## src/hdl/frt_pkg.sv

```systemverilog
package frt_pkg;

	// default size of the event table
	localparam int MAX_EVENTS_DEF = 16;

	// field widths
	localparam int FRAME_W   = 24;
	localparam int SPEED_W   = 16;
	localparam int MS_W      = 16;
	localparam int CMD_W     = 3;
	localparam int MODE_W    = 2;
	localparam int IDX_OUT_W = 4;
	localparam int CFG_IDX_W = 2;
	localparam int IN_DATA_W  = 48;
	localparam int OUT_DATA_W = 32;

	// arithmetic widths: speed * elapsed, position + advance, divider operands
	localparam int PROD_W    = SPEED_W + MS_W;
	localparam int TRI_W     = PROD_W + 2;
	localparam int ADV_SHIFT = 5;
	localparam int SUM_W     = 30;
	localparam int DIV_NUM_W = SUM_W;
	localparam int DIV_DEN_W = FRAME_W;

	// advance = floor(floor(3 * speed * elapsed / 32) / 5)
	// the divide by 5 is a reciprocal multiply, exact for operands below 2^34
	localparam int SCALE_W      = TRI_W - ADV_SHIFT;
	localparam int RECIP_W      = 32;
	localparam int RECIP_SHIFT  = 34;
	localparam int RECIP_PROD_W = SCALE_W + RECIP_W;
	localparam int ADV_W        = RECIP_PROD_W - RECIP_SHIFT;
	localparam logic [RECIP_W-1:0] DIV5_RECIP = 32'hCCCCCCCD;

	// commands
	localparam logic [CMD_W-1:0] CMD_TICK  = 3'd0;
	localparam logic [CMD_W-1:0] CMD_PLAY  = 3'd1;
	localparam logic [CMD_W-1:0] CMD_PAUSE = 3'd2;
	localparam logic [CMD_W-1:0] CMD_STOP  = 3'd3;
	localparam logic [CMD_W-1:0] CMD_ADD   = 3'd4;
	localparam logic [CMD_W-1:0] CMD_BEGIN = 3'd5;

	// play modes
	localparam logic [MODE_W-1:0] MODE_STOP  = 2'd0;
	localparam logic [MODE_W-1:0] MODE_PLAY  = 2'd1;
	localparam logic [MODE_W-1:0] MODE_PAUSE = 2'd2;

	// result kinds
	localparam logic KIND_EVENT  = 1'b0;
	localparam logic KIND_STATUS = 1'b1;

	// configuration register indexes
	localparam logic [CFG_IDX_W-1:0] REG_MAX_FRAME    = 2'd0;
	localparam logic [CFG_IDX_W-1:0] REG_LOOP_ENABLE  = 2'd1;
	localparam logic [CFG_IDX_W-1:0] REG_SPEED        = 2'd2;
	localparam logic [CFG_IDX_W-1:0] REG_EVENT_ENABLE = 2'd3;

	localparam logic [SPEED_W-1:0] SPEED_RESET = 16'd256;

	// sequencer states
	typedef enum logic [3:0] {
		S_IDLE,
		S_MUL,
		S_SCALE,
		S_DIV5,
		S_ADD,
		S_CMP,
		S_MOD,
		S_SCAN_RD,
		S_SCAN_CHK,
		S_STATUS
	} fsm_t;

	// divider status toward the sequencer
	typedef struct packed {
		logic busy;
		logic done;
	} div_stat_t;

endpackage

```

## src/hdl/frt_ram.sv

```systemverilog
module frt_ram #(
	parameter int WIDTH = frt_pkg::FRAME_W,
	parameter int DEPTH = frt_pkg::MAX_EVENTS_DEF
) (
	input  logic                                   clk,
	input  logic                                   wr_en,
	input  logic [((DEPTH > 1) ? $clog2(DEPTH) : 1)-1:0] wr_addr,
	input  logic [WIDTH-1:0]                       wr_data,
	input  logic [((DEPTH > 1) ? $clog2(DEPTH) : 1)-1:0] rd_addr,
	output logic [WIDTH-1:0]                       rd_data
);

	logic [WIDTH-1:0] mem_q [DEPTH];

	// single write port
	always_ff @(posedge clk) begin
		if (wr_en) begin
			mem_q[wr_addr] <= wr_data;
		end
	end

	// registered read
	always_ff @(posedge clk) begin
		rd_data <= mem_q[rd_addr];
	end

endmodule

```

## config.mk

```make
export PLATFORM = sky130hd
export DESIGN_NAME = frt_ram
export DESIGN_NICKNAME = d
export VERILOG_FILES = /design/src/hdl/frt_pkg.sv /design/src/hdl/frt_ram.sv
export SDC_FILE = /design/constraint.sdc
export NUM_CORES = 1
export LEC_CHECK = 0
export BUFFER_PORTS_ARGS = -buffer_cell sky130_fd_sc_hd__buf_2
export CAP_MARGIN = 30
export CORE_UTILIZATION = 60
export CTS_BUF_LIST = sky130_fd_sc_hd__clkbuf_4
export CTS_CLUSTER_SIZE = 16
export DETAILED_ROUTE_END_ITERATION = 8
export PLACE_DENSITY_LB_ADDON = 0.2
export SLEW_MARGIN = 30
export SYNTH_ARGS = -nofsm -noshare
export SYNTH_HDL_FRONTEND = slang
export SYNTH_SLANG_ARGS = --single-unit
```

## constraint.sdc

```tcl
create_clock -name clk -period 3.93 [get_ports clk]
set_input_delay 0.393 -clock clk [delete_from_list [all_inputs] [get_ports clk]]
set_output_delay 0.393 -clock clk [all_outputs]
set_load 0.01 [all_outputs]
```

==> summary.txt <==
Status
  • Status: complete, no violations

STA
  • FMAX: 594 MHz
  • Max-slew violation count: 0
  • Fin crit share: 0.428
  • Setup TNS: 0 ns
  • Setup ws final: 2.25 ns
  • Unrepaired setup endpoints after global routing: no
  • Worst slew pin tran: 0.863 ns
  • Endpoints failing hold: 0
  • Layout Skew: 0.0514 ns
  • Final Critical Period: 1.68 ns
  • Relative slew slack: 0.424
  • Number of setup violations in the final report: 0

Logic synthesis
  • Main combinational cell family by area after synthesis: multiplexers
  • Synth Area in Compound Gates: 0.0241
  • Synth unique cells: 16
  • Sequential-to-total area share from yosys stat: 0.804
  • Synth Area in Simple Gates: 0.0149
  • Xor/xnor share of the synthesized area: 0
  • Yosys reg bits: 408
  • Synth Area in Adders: 0
  • Syn Area/Cell: 23.5 µm²
  • Post-synthesis mux area share: 0.145
  • Synthesized Nets: 670
  • Synth Instances: 636
  • Yosys warning total: 0
  • Post-synthesis instance area: 14900 µm²

Setup path
  • Slowest cell on the critical path: buf_6
  • Worst path max stage delay: 0.56 ns
  • Worst path bufs/invs: 2
  • Worst r2r src: mem_q[1][10]
  • Capture instance of the worst register-to-register path: rd_data[10]
  • Critical path cell sequence: buf_6 -> buf_4 -> mux4_2 -> a22oi_1 -> nand2_1
  • Crit path required time: 4.50 ns
  • Kind of critical path: input port to flip-flop
  • Crit path arrival time: 2.26 ns
  • Crit path launch type: input port
  • Reg2reg path depth: 3
  • Crit end category: flip-flop
  • Peak fanout along the critical path: 54
  • Flop2flop setup slack: 2.60 ns
  • Crit path max-delay family: buffers and inverters

Die
  • Cell Rows: 57
  • Io pins: 58
  • Die area: 25500 µm²
  • Die X: 160 µm
  • Core footprint: 24400 µm²
  • Die height: 160 µm
  • Initial Utilization: 0.612

Clock tree
  • Clock Tree Buf Depth: 3
  • TritonCTS clock tree: yes
  • Clock slew at the register clock pins of the worst setup and hold paths: 0.07 ns
  • Sink Count: 408
  • Num CTS Buffers: 97
  • Post-CTS sizing: 0
  • CTS H-tree depth: 3
  • Root Driver: clkbuf_4
  • Clock latency on the worst-skew pair: 0.74 ns

Worst hold path
  • Hold Path Cell Cnt: 1
  • Endpoint, Worst Hold: mem_q[11][5]
  • Min-delay src: wr_data[5]
  • Min-Delay Path Class: input port to flip-flop

GRT
  • Largest net degree at the start of global routing: 55
  • Number of global-route vias before repair: 7748
  • Initial antenna violation count: 2
  • Gr ovfl total: 0
  • First-pass GRT wire length: 45.5 mm
  • GRT Util Overall: 0.248

Route
  • Drt first pass iters: 5
  • DRT iter0 DRCs: 591
  • Total wire length: 29.7 mm
  • Vias: 7213
  • Drt drc: 0
  • Post-DRT Antenna Nets: 0
  • Wire length per cell: 24.6 µm
  • Vias per cell: 5.99

Power and ir drop
  • Clock power share: 0.400
  • Psw: 1.87 mW
  • Flop pwr share: 0.552
  • Combinational fraction of design power: 0.049
  • Switch share: 0.211
  • Leak: 5.75 nW
  • Pint: 7.00 mW
  • Ratio of total power to cell area: 516 nW/µm²
  • VDD IR max: 0.000317 V

Job
  • Max_cap viols: 0

Placement
  • Pre-CTS setup slack: 1.43 ns
  • Port-buffer cells: 57
  • Routability cong.: 0.717
  • HPWL after detailed placement: 15.4 mm

Cells and area
  • Share of cells above drive strength 1: 0.416
  • FILL cells: 1517
  • Most frequent cells in the layout: edfxtp_1 (384), clkbuf_4 (158), mux4_2 (96), buf_2 (55), a22oi_1 (48)
  • Final #Nets: 830
  • P&R area growth vs syn: 15.1%
  • Most common cell after layout, fill and taps aside: edfxtp_1
-- power by group through the flow --
| stage | combinational [mW] | clock, mW | sequential [mW] |
|---|---|---|---|
| 2_1_floorplan | 0.235 | 0 | 4.99 |
| 3_3_place_gp | 0.414 | 0 | 4.98 |
| 3_5_place_dp | 0.429 | 0 | 4.98 |
| 4_1_cts | 0.437 | 3.63 | 4.89 |
| 5_1_grt | 0.463 | 3.85 | 4.89 |
| 6_report | 0.431 | 3.54 | 4.89 |
-- Yosys cell counts --
library cell,n,area (µm²)
edfxtp_1,384,11500
buf_2,10,50.1
clkbuf_1,18,67.6
a22oi_1,48,360
nand2b_1,2,12.5
and2_1,1,6.26
buf_6,5,56.3
or3b_2,1,8.76
mux4_2,96,2160
nand3_1,1,5.00
nor2_1,13,48.8
nor2b_1,2,12.5
nor3_1,4,20.0
dfxtp_1,24,480
nand2_1,25,93.8
nand3b_1,2,15.0
-- worst max-delay path by stage --
stage	startpoint	to	slack, ns	depth (start not counted)
2_1_floorplan	wr_addr[2]	mem_q[0][0]	0.92	2
3_3_place_gp	rd_addr[0]	rd_data[21]	1.50	5
3_5_place_dp	rd_addr[0]	rd_data[15]	1.43	5
4_1_cts	rd_addr[0]	rd_data[21]	2.22	5
5_1_grt	rd_addr[0]	rd_data[19]	2.07	5
6_report	rd_addr[0]	rd_data[19]	2.25	5
-- timing repair --
| action | CTS | global route |
|---|---|---|
| hold buffers | 10 | 0 |
| setup buffers | 0 | 0 |
| hold endpoints to repair | 79 | 0 |
-- metal layers --
layer | vias to the layer above | global-route usage | wire, µm
met3 | 50 | 0.0488 | 2010
met4 | 0 | 0.111 | 708
met1 | 3734 | 0.321 | 11600
met5 | - | 0 | 0
met2 | 324 | 0.412 | 15300
li1 | 3105 | - | -
-- layout make-up --
class / count / area (µm²) / area share
flip-flops and latches: 408 / 12000 / 0.699
multi-input cells: 195 / 2800 / 0.163
clock buffers: 158 / 1190 / 0.0690
repair buffers: 94 / 622 / 0.0362
well taps: 324 / 405 / 0.0236
clock inverters: 24 / 150 / 0.00874
diodes: 2 / 5.00 / 0.000291
-- flip-flops by register name (all words and copies together), names as in the netlist --
signal / count
mem_q: 384
rd_data: 24
-- cells by family after synthesis --
kind of cell	Yosys count
flops	408
mux	96
simple gates	51
compound gates	48
buf+inv	33
-- stage by stage --
stage	cell area, µm²	instances	power (mW)	hold slack [ns]	utilization
finish	17200	1205	8.86	0.0532	0.704
global route	17200	1205	9.21	0.0120	0.704
CTS	17200	1203	8.95	0.00497	0.704
detailed placement	15700	1011	5.41	0.657	0.645
global placement	15700	1011	5.39	0.648	0.645
floorplan	14900	636	5.23	0.492	-
No activity file was read; power rests on OpenSTA's default activity.
