===== config.mk =====
export PLATFORM = sky130hd
export DESIGN_NAME = frt_div
export DESIGN_NICKNAME = d
export VERILOG_FILES = /design/src/hdl/frt_pkg.sv /design/src/hdl/frt_div.sv
export SDC_FILE = /design/constraint.sdc
export NUM_CORES = 1
export LEC_CHECK = 0
export ABC_AREA = 1
export BUFFER_PORTS_ARGS = -buffer_cell sky130_fd_sc_hd__buf_4
export CORE_AREA = 2 2 100 102
export DETAILED_ROUTE_END_ITERATION = 8
export DIE_AREA = 0 0 102 104
export GPL_ROUTABILITY_DRIVEN = 1
export PLACE_DENSITY = 0.88
export SETUP_SLACK_MARGIN = 0.3
export SYNTH_ARGS = -nofsm -noshare
export SYNTH_HDL_FRONTEND = slang
export SYNTH_SLANG_ARGS = --single-unit

===== constraint.sdc =====
create_clock -name clk -period 2.2 [get_ports clk]
set_clock_uncertainty 0.05 [all_clocks]
set_input_delay 0.44 -clock clk [delete_from_list [all_inputs] [get_ports clk]]
set_output_delay 0.44 -clock clk [all_outputs]
set_load 0.01 [all_outputs]

===== src/hdl/frt_pkg.sv =====
package frt_pkg;

	// default size of the event table
	localparam int MAX_EVENTS_DEF = 16;

	// field widths
	localparam int FRAME_W   = 24;
	localparam int SPEED_W   = 16;
	localparam int MS_W      = 16;
	localparam int CMD_W     = 3;
	localparam int MODE_W    = 2;
	localparam int IDX_OUT_W = 4;
	localparam int CFG_IDX_W = 2;
	localparam int IN_DATA_W  = 48;
	localparam int OUT_DATA_W = 32;

	// arithmetic widths: speed * elapsed, position + advance, divider operands
	localparam int PROD_W    = SPEED_W + MS_W;
	localparam int TRI_W     = PROD_W + 2;
	localparam int ADV_SHIFT = 5;
	localparam int SUM_W     = 30;
	localparam int DIV_NUM_W = SUM_W;
	localparam int DIV_DEN_W = FRAME_W;

	// advance = floor(floor(3 * speed * elapsed / 32) / 5)
	// the divide by 5 is a reciprocal multiply, exact for operands below 2^34
	localparam int SCALE_W      = TRI_W - ADV_SHIFT;
	localparam int RECIP_W      = 32;
	localparam int RECIP_SHIFT  = 34;
	localparam int RECIP_PROD_W = SCALE_W + RECIP_W;
	localparam int ADV_W        = RECIP_PROD_W - RECIP_SHIFT;
	localparam logic [RECIP_W-1:0] DIV5_RECIP = 32'hCCCCCCCD;

	// commands
	localparam logic [CMD_W-1:0] CMD_TICK  = 3'd0;
	localparam logic [CMD_W-1:0] CMD_PLAY  = 3'd1;
	localparam logic [CMD_W-1:0] CMD_PAUSE = 3'd2;
	localparam logic [CMD_W-1:0] CMD_STOP  = 3'd3;
	localparam logic [CMD_W-1:0] CMD_ADD   = 3'd4;
	localparam logic [CMD_W-1:0] CMD_BEGIN = 3'd5;

	// play modes
	localparam logic [MODE_W-1:0] MODE_STOP  = 2'd0;
	localparam logic [MODE_W-1:0] MODE_PLAY  = 2'd1;
	localparam logic [MODE_W-1:0] MODE_PAUSE = 2'd2;

	// result kinds
	localparam logic KIND_EVENT  = 1'b0;
	localparam logic KIND_STATUS = 1'b1;

	// configuration register indexes
	localparam logic [CFG_IDX_W-1:0] REG_MAX_FRAME    = 2'd0;
	localparam logic [CFG_IDX_W-1:0] REG_LOOP_ENABLE  = 2'd1;
	localparam logic [CFG_IDX_W-1:0] REG_SPEED        = 2'd2;
	localparam logic [CFG_IDX_W-1:0] REG_EVENT_ENABLE = 2'd3;

	localparam logic [SPEED_W-1:0] SPEED_RESET = 16'd256;

	// sequencer states
	typedef enum logic [3:0] {
		S_IDLE,
		S_MUL,
		S_SCALE,
		S_DIV5,
		S_ADD,
		S_CMP,
		S_MOD,
		S_SCAN_RD,
		S_SCAN_CHK,
		S_STATUS
	} fsm_t;

	// divider status toward the sequencer
	typedef struct packed {
		logic busy;
		logic done;
	} div_stat_t;

endpackage


===== src/hdl/frt_div.sv =====
module frt_div #(
	parameter int NUM_W = frt_pkg::DIV_NUM_W,
	parameter int DEN_W = frt_pkg::DIV_DEN_W
) (
	input  logic              clk,
	input  logic              arst_n,
	input  logic              start,
	input  logic [NUM_W-1:0]  num,
	input  logic [DEN_W-1:0]  den,
	output logic [DEN_W-1:0]  rem,
	output frt_pkg::div_stat_t stat
);

	localparam int STEP_W = $clog2(NUM_W + 1);

	logic [NUM_W-1:0]  num_q;
	logic [DEN_W-1:0]  den_q;
	logic [DEN_W-1:0]  rem_q;
	logic [STEP_W-1:0] step_q;
	logic              busy_q;
	logic              done_q;
	logic [DEN_W:0]    part;
	logic [DEN_W:0]    diff;
	logic              ge;

	// one restoring step: bring down the next numerator bit, subtract if it fits
	always_comb begin
		part = {rem_q, num_q[NUM_W-1]};
		diff = part - {1'b0, den_q};
		ge   = (part >= {1'b0, den_q});
	end

	// step counter and status
	always_ff @(posedge clk or negedge arst_n) begin
		if (!arst_n) begin
			busy_q <= 1'b0;
			done_q <= 1'b0;
			step_q <= '0;
		end else begin
			done_q <= 1'b0;
			if (start) begin
				busy_q <= 1'b1;
				step_q <= STEP_W'(NUM_W);
			end else if (busy_q) begin
				step_q <= step_q - STEP_W'(1);
				if (step_q == STEP_W'(1)) begin
					busy_q <= 1'b0;
					done_q <= 1'b1;
				end
			end
		end
	end

	// numerator shifts out, quotient bits shift in behind it
	always_ff @(posedge clk) begin
		if (start) begin
			num_q <= num;
			den_q <= den;
			rem_q <= '0;
		end else if (busy_q) begin
			num_q <= {num_q[NUM_W-2:0], ge};
			rem_q <= ge ? diff[DEN_W-1:0] : part[DEN_W-1:0];
		end
	end

	assign rem       = rem_q;
	assign stat.busy = busy_q;
	assign stat.done = done_q;

endmodule


==> results of run 1 <==
## cell type report
class                      count  area share [%]
multi-input combinational    525           42.57
sequential                    85           32.26
timing repair buffer         106           12.44
inverter                     142           7.561
tap                          133           2.349
clock buffer                   9           1.749
clock inverter                 7           1.078
## final timing paths
path	start	end	slack, ns
setup / recovery	den_q[21]	rem[2]	0.15
hold / removal	den[11]	den_q[11]	0.18
setup reg to reg	den_q[21]	rem[2]	0.15
hold reg to reg	rem[11]	rem[11]	0.45
max in group asynchronous	arst_n	step_q[4]	1.63
min in group asynchronous	arst_n	step_q[3]	0.34
## power breakdown
group	leakage (nW)	total (mW)	switching (mW)	internal (mW)
sequential	0.839	2.27	0.293	1.98
clock	0.103	1.12	0.672	0.451
combinational	2.73	4.06	2.26	1.81
total	3.67	7.46	3.22	4.23
## placed cells by master, fill, tap and decap left out, types with 7 or more instances in the layout
cell	synthesis	final
a21oi_1	12	11
buf_4	2	95
clkbuf_8	0	9
dfrtp_1	7	7
dfxtp_1	24	18
edfxtp_1	54	54
ha_4	0	23
inv_1	139	126
inv_2	3	15
nand2_1	339	299
nand2_2	3	36
nand2_4	0	7
nand3_1	42	39
nand4_1	31	31
nor2_1	36	30
xnor2_1	9	8
## state kept, by name, indices dropped and copies added (netlist names)
register and flops:
busy_q 1, rem 24, done_q 1, den_q 24, step_q 5, num_q 30
## metrics by stage
step                      setup slack [ns]  cell area [sq um]  hold WS (ns)  power, mW
after global placement             0.03557               6310        0.2070      5.302
final                               0.1460               7083        0.1829      7.457
after floorplan                     0.2488               5499       0.09441      4.423
after global routing               0.01963               7083        0.1743      7.973
after CTS                           0.2473               6943        0.1794      7.001
after detailed placement           0.03258               6310        0.2104      5.372
## metal layers
layer	global-route usage, %	share of wire (%)
met5	0	0
met1	35.61	40
met2	46.10	48
met3	5.914	8.8
met4	10.00	3.4
## kinds of logic (layout without fill, tap and decap cells)
logic type      Yosys count  after routing
compound gates           20             20
simple gates            467            467
fa+ha+maj                27             27
buf+inv                 163            264
flops                    85             85
xor+xnor                 11             11
## timing repair
item | 4_1_cts | 5_1_grt
hold buffers | 1 | 0
hold endpoints to repair | 7 | 0
pin swaps | 14 | 13
endpoints found under the setup margin | 25 | 25
gates resized for setup | 75 | 32
setup buffers | 4 | 2
gates cloned | 0 | 2
## worst register-to-register path, cell delays in order, from the launching register on
cell and delay (ns):
edfxtp_1 0.37, inv_1 0.08, ha_4 0.31, nand2_1 0.08, inv_1 0.09, nand3_1 0.12, nor3_4 0.18, nand4_4 0.12
nand3_4 0.16, clkbuf_16 0.20, nand2_1 0.05, nand3_1 0.07, nand2_1 0.06
==> impl_metrics.csv, run 1 <==
group,metric,value,unit
outcome,status,"finished, final reports clean",
layout,regArea,0.002285,sq mm
placed_design,finalWeightedCongestion,0.9860,
timing,max_freq,486.9,MHz
timing,final-setup-viol-count,0,
timing,period_share,93.36,%
route,firstDrtPassIters,8,
route,vias,5353,
worst_setup_path,cp_data_required_time,2.41,ns
worst_setup_path,critPathMaxFanout,8,
route,drt_first_iter_violations,513,
yosys,synth-adder-area-share,6.343,%
cts,cts.sink_count,85,
floorplan,die_x,102,um
layout,multi_input_area,0.003015,sq mm
placed_design,port_buffers,82,
layout,insertedDiodeCount,0,
layout,n_fill_cell,673,
yosys,ys_seq_elements,85,
timing,max_slew_margin,65.30,%
grt,grt_usage,27.83,%
route,drt_wl_total,14640,um
cts,cts_made_buffers,9,
cts,cts_tree,"done",
yosys,synth_nets,857,
yosys,synthMuxAreaShare,0,%
yosys,synth_ff_type,"edfxtp_1",
worst_setup_path,crit_path_end_kind,"flop",
hold_path,hold_depth,1,
timing,tns,0,ns
yosys,seq_area_frac_synth,41.83,%
worst_setup_path,crit_family,"simple AND/OR/NAND/NOR gates",
timing,hold_viol,0,
floorplan,start_util,57.01,%
worst_setup_path,startpoint_type,"flop",
route,wl_per_cell,14.54,um
worst_setup_path,critical_path.slowest_cell,"edfxtp_1",
pwr,leakagePower,3.672,nW
yosys,synth_edf_count,54,
grt,grt_max_degree,43,
grt,grt_first_pass_wirelength,23760,um
placed_design,place_inst,982,
worst_setup_path,cp_common_cell,"nand2_1",
cts,path_clk_slew,0.10,ns
placed_design,hpwlAfterDp,9703,um
grt,overflow,0,
floorplan,coreArea,0.009549,sq mm
yosys,synth_top_family_by_area,"simple AND/OR/NAND/NOR gates",
timing,rsz0062_at_grt,"true",
cts,htree_levels,3,
yosys,ys.warnings.count,0,
yosys,synth_top_area_share,29.79,%
floorplan,row_count,36,
route,ant_nets,0,
worst_setup_path,cp.depth,12,
timing,tightest_slew,0.5206,ns
yosys,synth_common_cells,"nand2_1, inv_1, edfxtp_1",
yosys,synth_compound_area_share,2.183,%
pwr,ir_drop,577.6,uV
worst_setup_path,worstSetupPathType,"flop to flop",
yosys,syn_area_per_cell,7.043,sq um
floorplan,dieArea,0.01061,sq mm
worst_setup_path,path_cells,"inv_1 -> ha_4 -> nand2_1 -> inv_1 -> nand3_1 -> nor3_4 -> nand4_4 -> nand3_4 -> clkbuf_16 -> nand2_1 -> nand3_1 -> nand2_1",
layout,fin_cells,1007,
timing,min_period,2.054,ns
floorplan,io_pins,83,
cts,insertion_delay,0.37,ns
yosys,synthSimpleGateAreaFrac,36.08,%
worst_setup_path,arrival,2.27,ns
yosys,synth_top_cell_by_area,"edfxtp_1",
route,avgViaCountPerCell,5.316,
yosys,synthTopCellsByArea,"edfxtp_1, nand2_1, inv_1, dfxtp_1, ha_1",
yosys,yosys.area_share.xor_xnor,1.770,%
floorplan,fp.dieH,104,um
yosys,postSynthCellCount,773,
grt,grt_antenna_before_repair,0,
yosys,post-synth-top-count-cell,"nand2_1",
cts,cts_buffer_depth,2,
yosys,postSynth.asyncResetShare,8.235,%
layout,finalNetCount,953,
worst_setup_path,cp_num_buf_inv,3,
grt,grt_pass1_vias,5221,
layout,area_delta_synth_final,30.11,%
cts,root_buffer,"clkbuf_8",
pwr,cellPowerDensity,1053,mW/mm^2
worst_setup_path,reg2regPathDepth,12,
yosys,netlist_area,0.005444,sq mm
layout,drive_gt1_share,26.32,%
timing,report.final.slew_viol_count,0,
layout,utilization,74.17,%
route,drc,0,
worst_setup_path,critPathMaxStageDelay,0.37,ns
job,maxCapViolations,0,
hold_path,hp-class,"primary input to flop",
yosys,synth_cell_type_count,33,
(Power assumes the default switching activity.)
==> run 2: changes to the inputs <==
--- a/config.mk
+++ b/config.mk
@@ -14,3 +14,2 @@
 export PLACE_DENSITY = 0.88
-export SETUP_SLACK_MARGIN = 0.3
 export SYNTH_ARGS = -nofsm -noshare
==> constraint.sdc (replaced) <==
create_clock -name clk -period 2.2 [get_ports clk]
set_clock_uncertainty 0.05 [all_clocks]
set_input_delay 0.11 -clock clk [delete_from_list [all_inputs] [get_ports clk]]
set_output_delay 0.11 -clock clk [all_outputs]
set_load 0.01 [all_outputs]
==> impl_metrics.csv, run 2 (same netlist as run 1, synthesis figures left out) <==
group,metric,value,unit
pwr,p_int,3.904,mW
timing,report.final.slew_viol_count,0,
cts,cts_made_buffers,9,
floorplan,die_x,102,um
pwr,cellPowerDensity,947.1,mW/mm^2
floorplan,start_util,57.01,%
floorplan,row_count,36,
hold_path,hp-class,"primary input to async pin",
timing,period_share,95.97,%
timing,final-setup-viol-count,0,
cts,root_buffer,"clkbuf_8",
grt,grt_pass1_vias,5305,
pwr,seqPwrFrac,32.4,%
pwr,p_sw,2.840,mW
worst_setup_path,crit_path_end_kind,"flop",
grt,overflow,0,
cts,cts.sink_count,85,
timing,tightest_slew,0.4457,ns
worst_setup_path,startpoint_type,"flop",
job,maxCapViolations,0,
timing,max_freq,473.6,MHz
worst_setup_path,arrival,2.18,ns
pwr,leakagePower,3.802,nW
floorplan,coreArea,0.009549,sq mm
route,drt_first_iter_violations,332,
layout,area_delta_synth_final,30.82,%
layout,drive_gt1_share,16.65,%
cts,cts_buffer_depth,2,
grt,grt_first_pass_wirelength,23800,um
route,firstDrtPassIters,5,
pwr,ir_drop,454.3,uV
worst_setup_path,critPathMaxFanout,16,
worst_setup_path,worstSetupPathType,"flop to flop",
pwr,p_comb_share,50.8,%
floorplan,io_pins,83,
pwr,netSwitchingFraction,42.11,%
placed_design,port_buffers,82,
cts,path_clk_slew,0.10,ns
route,avgViaCountPerCell,5.075,
layout,finalNetCount,1004,
worst_setup_path,cp_data_required_time,2.27,ns
grt,grt_usage,28.23,%
floorplan,dieArea,0.01061,sq mm
route,drc,0,
timing,min_period,2.111,ns
timing,max_slew_margin,70.25,%
placed_design,finalWeightedCongestion,0.9766,
layout,largest_reg_flops,30,
route,vias,5374,
grt,grt_antenna_before_repair,1,
route,ant_nets,0,
outcome,status,"finished, final reports clean",
route,drt_wl_total,14740,um
pwr,clockPowerShare,16.9,%
floorplan,fp.dieH,104,um
placed_design,hpwlAfterDp,9498,um
pwr,p_total,6.745,mW
cts,cts_tree,"done",
layout,final_cell_area,0.007122,sq mm
route,wl_per_cell,13.92,um
timing,hold_viol,0,
cts,insertion_delay,0.37,ns
placed_design,dpl_cell_area,0.006280,sq mm
layout,final_cell_mix,"nand2_1, inv_1, buf_4",
layout,layout_commonest_cell,"nand2_1",
cts,htree_levels,3,
grt,grt_max_degree,34,
layout,largest-register,"num_q",
[run 2: changes by cell type in the layout (fill, tap and decap cells not counted), moves of 6 or more]
cell,delta
nand2_2,-26
nand2_4,-7
dfxtp_2,-6
inv_2,-10
nand2_1,+33
inv_1,+11
dlygate4sd3_1,+53
ha_1,+16
ha_4,-19
dfxtp_1,+6
buf_4,+6
[run 2: area by class of cell]
cell class / instances / area [sq um]
Tap cell: 133 / 166.4
Inverter: 142 / 533.0
Antenna cell: 1 / 2.502
Timing Repair Buffer: 157 / 1330
Fill cell: 740 / 2427
Clock buffer: 11 / 152.6
Multi-Input combinational cell: 525 / 2620
Sequential cell: 85 / 2277
Clock inverter: 5 / 40.04
[run 2: layer usage]
metal  global-route usage, %  part of all wire (%)
met5                       0                     0
met4                   13.05                   2.9
met3                   5.914                   7.5
met2                   47.74                    49
met1                   33.94                    41
[run 2: worst max-delay path, cell delays in order, from the launching register on]
cell and delay (ns):
edfxtp_1 0.38, inv_1 0.07, ha_1 0.27, nand2_2 0.12, inv_2 0.04, nand2_1 0.06, nand2_1 0.09, nand2_1 0.09
nand2_2 0.08, a21oi_4 0.21, nand3_4 0.10, buf_12 0.17, nand2_1 0.06, nand2_1 0.05
[run 2: final timing paths]
path | start | end | slack (ns) | cells after the start
worst min register to register | rem[22] | rem[22] | 0.45 | 2
min in group clk | num[29] | num_q[29] | 0.03 | 3
max in group asynchronous | arst_n | done_q | 1.96 | 2
worst min-delay path | arst_n | step_q[4] | 0.02 | 2
worst max-delay path | den_q[11] | num_q[0] | 0.09 | 13
worst max register to register | den_q[11] | num_q[0] | 0.09 | 13
[run 2: timing repair]
action / 4_1_cts / 5_1_grt
endpoints found under the setup margin: 0 / 25
resized for setup: 0 / 24
endpoints found under the hold margin: 60 / 0
buffers inserted: 0 / 1
hold buffers: 54 / 0
[run 2: power groups by stage]
| stage | Sequential [mW] | Clock (mW) | Combinational (mW) |
|---|---|---|---|
| global placement | 2.19 | 0 | 3.12 |
| CTS | 2.17 | 1.14 | 3.24 |
| floorplan | 2.24 | 0 | 2.14 |
| finish | 2.18 | 1.14 | 3.43 |
| detailed placement | 2.20 | 0 | 3.15 |
| global route | 2.22 | 1.21 | 3.84 |
[run 2: per-stage QoR]
step / instances / hold slack (ns) / setup WS (ns) / utilization (%) / setup TNS (ns)
after floorplan: 773 / -0.2356 / 0.2309 / - / 0
after global placement: 987 / -0.1236 / 0.1151 / 65.76 / 0
after detailed placement: 987 / -0.1227 / 0.05987 / 65.76 / 0
after CTS: 1057 / 0.01616 / 0.05492 / 73.44 / 0
after global routing: 1059 / 0.02287 / -0.06566 / 74.58 / -0.1725
final: 1059 / 0.01977 / 0.08856 / 74.58 / 0
==> run 3: changes to the inputs <==
Clock period 2.2 ns to 2.3 ns, I/O delays scaled along.
==> impl_metrics.csv, run 3 (same netlist as run 1, synthesis figures left out) <==
group,metric,value,unit
outcome,status,"finished, final reports clean",
route,vias,5241,
placed_design,finalWeightedCongestion,1.005,
worst_setup_path,critPathMaxFanout,4,
layout,fin_cells,1053,
floorplan,die_x,102,um
grt,overflow,0,
cts,insertion_delay,0.37,ns
layout,area_delta_synth_final,28.64,%
placed_design,hpwlAfterDp,9235,um
route,drt_wl_total,14270,um
floorplan,coreArea,0.009549,sq mm
worst_setup_path,cp_data_required_time,2.52,ns
timing,hold_viol,0,
worst_setup_path,arrival,2.35,ns
timing,timing.hold.ws,0.02690,ns
floorplan,row_count,36,
timing,period_share,92.60,%
route,drt_first_iter_violations,396,
floorplan,io_pins,83,
layout,drive_gt1_share,14.24,%
route,wl_per_cell,13.55,um
cts,cts_made_buffers,9,
grt,grt_usage,28.11,%
route,ant_nets,0,
worst_setup_path,worstSetupPathType,"flop to flop",
timing,max_slew_margin,72.78,%
floorplan,dieArea,0.01061,sq mm
cts,htree_levels,3,
route,firstDrtPassIters,5,
cts,cts_buffer_depth,2,
grt,grt_max_degree,34,
timing,final-setup-viol-count,0,
floorplan,start_util,57.01,%
timing,report.final.slew_viol_count,0,
layout,layout_commonest_cell,"nand2_1",
grt,grt_first_pass_wirelength,23630,um
pwr,cellPowerDensity,907.2,mW/mm^2
placed_design,dp_slack,0.1436,ns
layout,insertedDiodeCount,0,
layout,final_cell_mix,"nand2_1, inv_1, buf_4",
layout,largest_reg_flops,30,
timing,max_freq,469.5,MHz
layout,finalNetCount,999,
layout,largest-register,"num_q",
pwr,leakagePower,3.789,nW
floorplan,fp.dieH,104,um
worst_setup_path,startpoint_type,"flop",
cts,cts.sink_count,85,
cts,path_clk_slew,0.10,ns
cts,cts_tree,"done",
timing,fin_ws,0.1701,ns
grt,grt_pass1_vias,5170,
route,avgViaCountPerCell,4.977,
placed_design,place_inst,982,
pwr,ir_drop,460.9,uV
job,maxCapViolations,0,
layout,n_fill_cell,739,
worst_setup_path,crit_path_end_kind,"flop",
timing,min_period,2.130,ns
timing,tightest_slew,0.4083,ns
grt,grt_antenna_before_repair,0,
placed_design,port_buffers,82,
route,drc,0,
cts,root_buffer,"clkbuf_8",
hold_path,hp-class,"primary input to async pin",
==> run 3: changes by cell type in the layout (fill, tap and decap cells not counted), moves of 2 or more <==
| cell | delta |
|---|---|
| buf_4 | -4 |
| nor2_2 | -4 |
| nor2_1 | +4 |
| ha_4 | -4 |
| ha_1 | +7 |
| inv_2 | -2 |
| inv_1 | +2 |
| ha_2 | -3 |
| nand2_2 | -5 |
| nand2_1 | +5 |
==> run 3: routing by layer <==
layer / vias up / share of wire (%) / GRT usage, %
met5: - / 0 / 0
li1: 2683 / - / -
met4: 0 / 2.7 / 10.57
met1: 2353 / 43 / 36.30
met2: 170 / 48 / 46.85
met3: 35 / 6.1 / 4.704
==> run 3: critical path, stage by stage (launching register included) <==
cell and delay, ns:
edfxtp_1 0.37, inv_1 0.09, ha_1 0.14, inv_1 0.09
fa_2 0.40, nand2_1 0.08, nand2_1 0.06, and2_2 0.20
nand2_1 0.08, nand2_2 0.08, nand2_1 0.09, nand3b_1 0.08
nand2_1 0.08, nand2_1 0.05, nand3_1 0.07, nand2_1 0.05
==> run 3: report_power, final <==
part | switching [mW] | internal, mW | total, mW
combinational | 1.84 | 1.29 | 3.13
clock | 0.625 | 0.520 | 1.14
sequential | 0.196 | 1.88 | 2.08
total | 2.66 | 3.69 | 6.35
==> run 3: stage by stage <==
stage / total power, mW / TNS, ns / area (sq um) / utilization (%)
finish: 6.353 / 0 / 7003 / 73.34
floorplan: 4.186 / 0 / 5444 / -
global placement: 5.055 / 0 / 6242 / 65.37
CTS: 6.294 / 0 / 6987 / 73.17
global route: 6.861 / -0.01752 / 7003 / 73.34
detailed placement: 5.083 / 0 / 6242 / 65.37
==> run 3: final timing paths <==
check | slack [ns] | end | from | depth (start not counted)
worst max-delay path | 0.17 | rem[12] | num_q[29] | 15
worst min-delay path | 0.03 | step_q[4] | arst_n | 2
worst max register to register | 0.17 | rem[12] | num_q[29] | 15
worst min register to register | 0.44 | step_q[4] | step_q[4] | 1
max in group asynchronous | 2.05 | step_q[1] | arst_n | 2
min in group clk | 0.08 | num_q[29] | num[29] | 3
==> run 3: repair_timing <==
item	4_1_cts	5_1_grt
resized for setup	0	4
hold buffers	54	0
endpoints found under the hold margin	60	0
endpoints found under the setup margin	0	2
setup buffers	0	1
==> run 3: final cells by class <==
class,count,area (sq um),share of cell area [%]
Clock inverter,7,80.08,1.143
Tap cell,133,166.4,2.376
Sequential cell,85,2277,32.52
Clock buffer,9,123.9,1.769
Inverter,142,533.0,7.611
Multi-Input combinational cell,525,2534,36.18
Timing Repair Buffer,152,1289,18.40
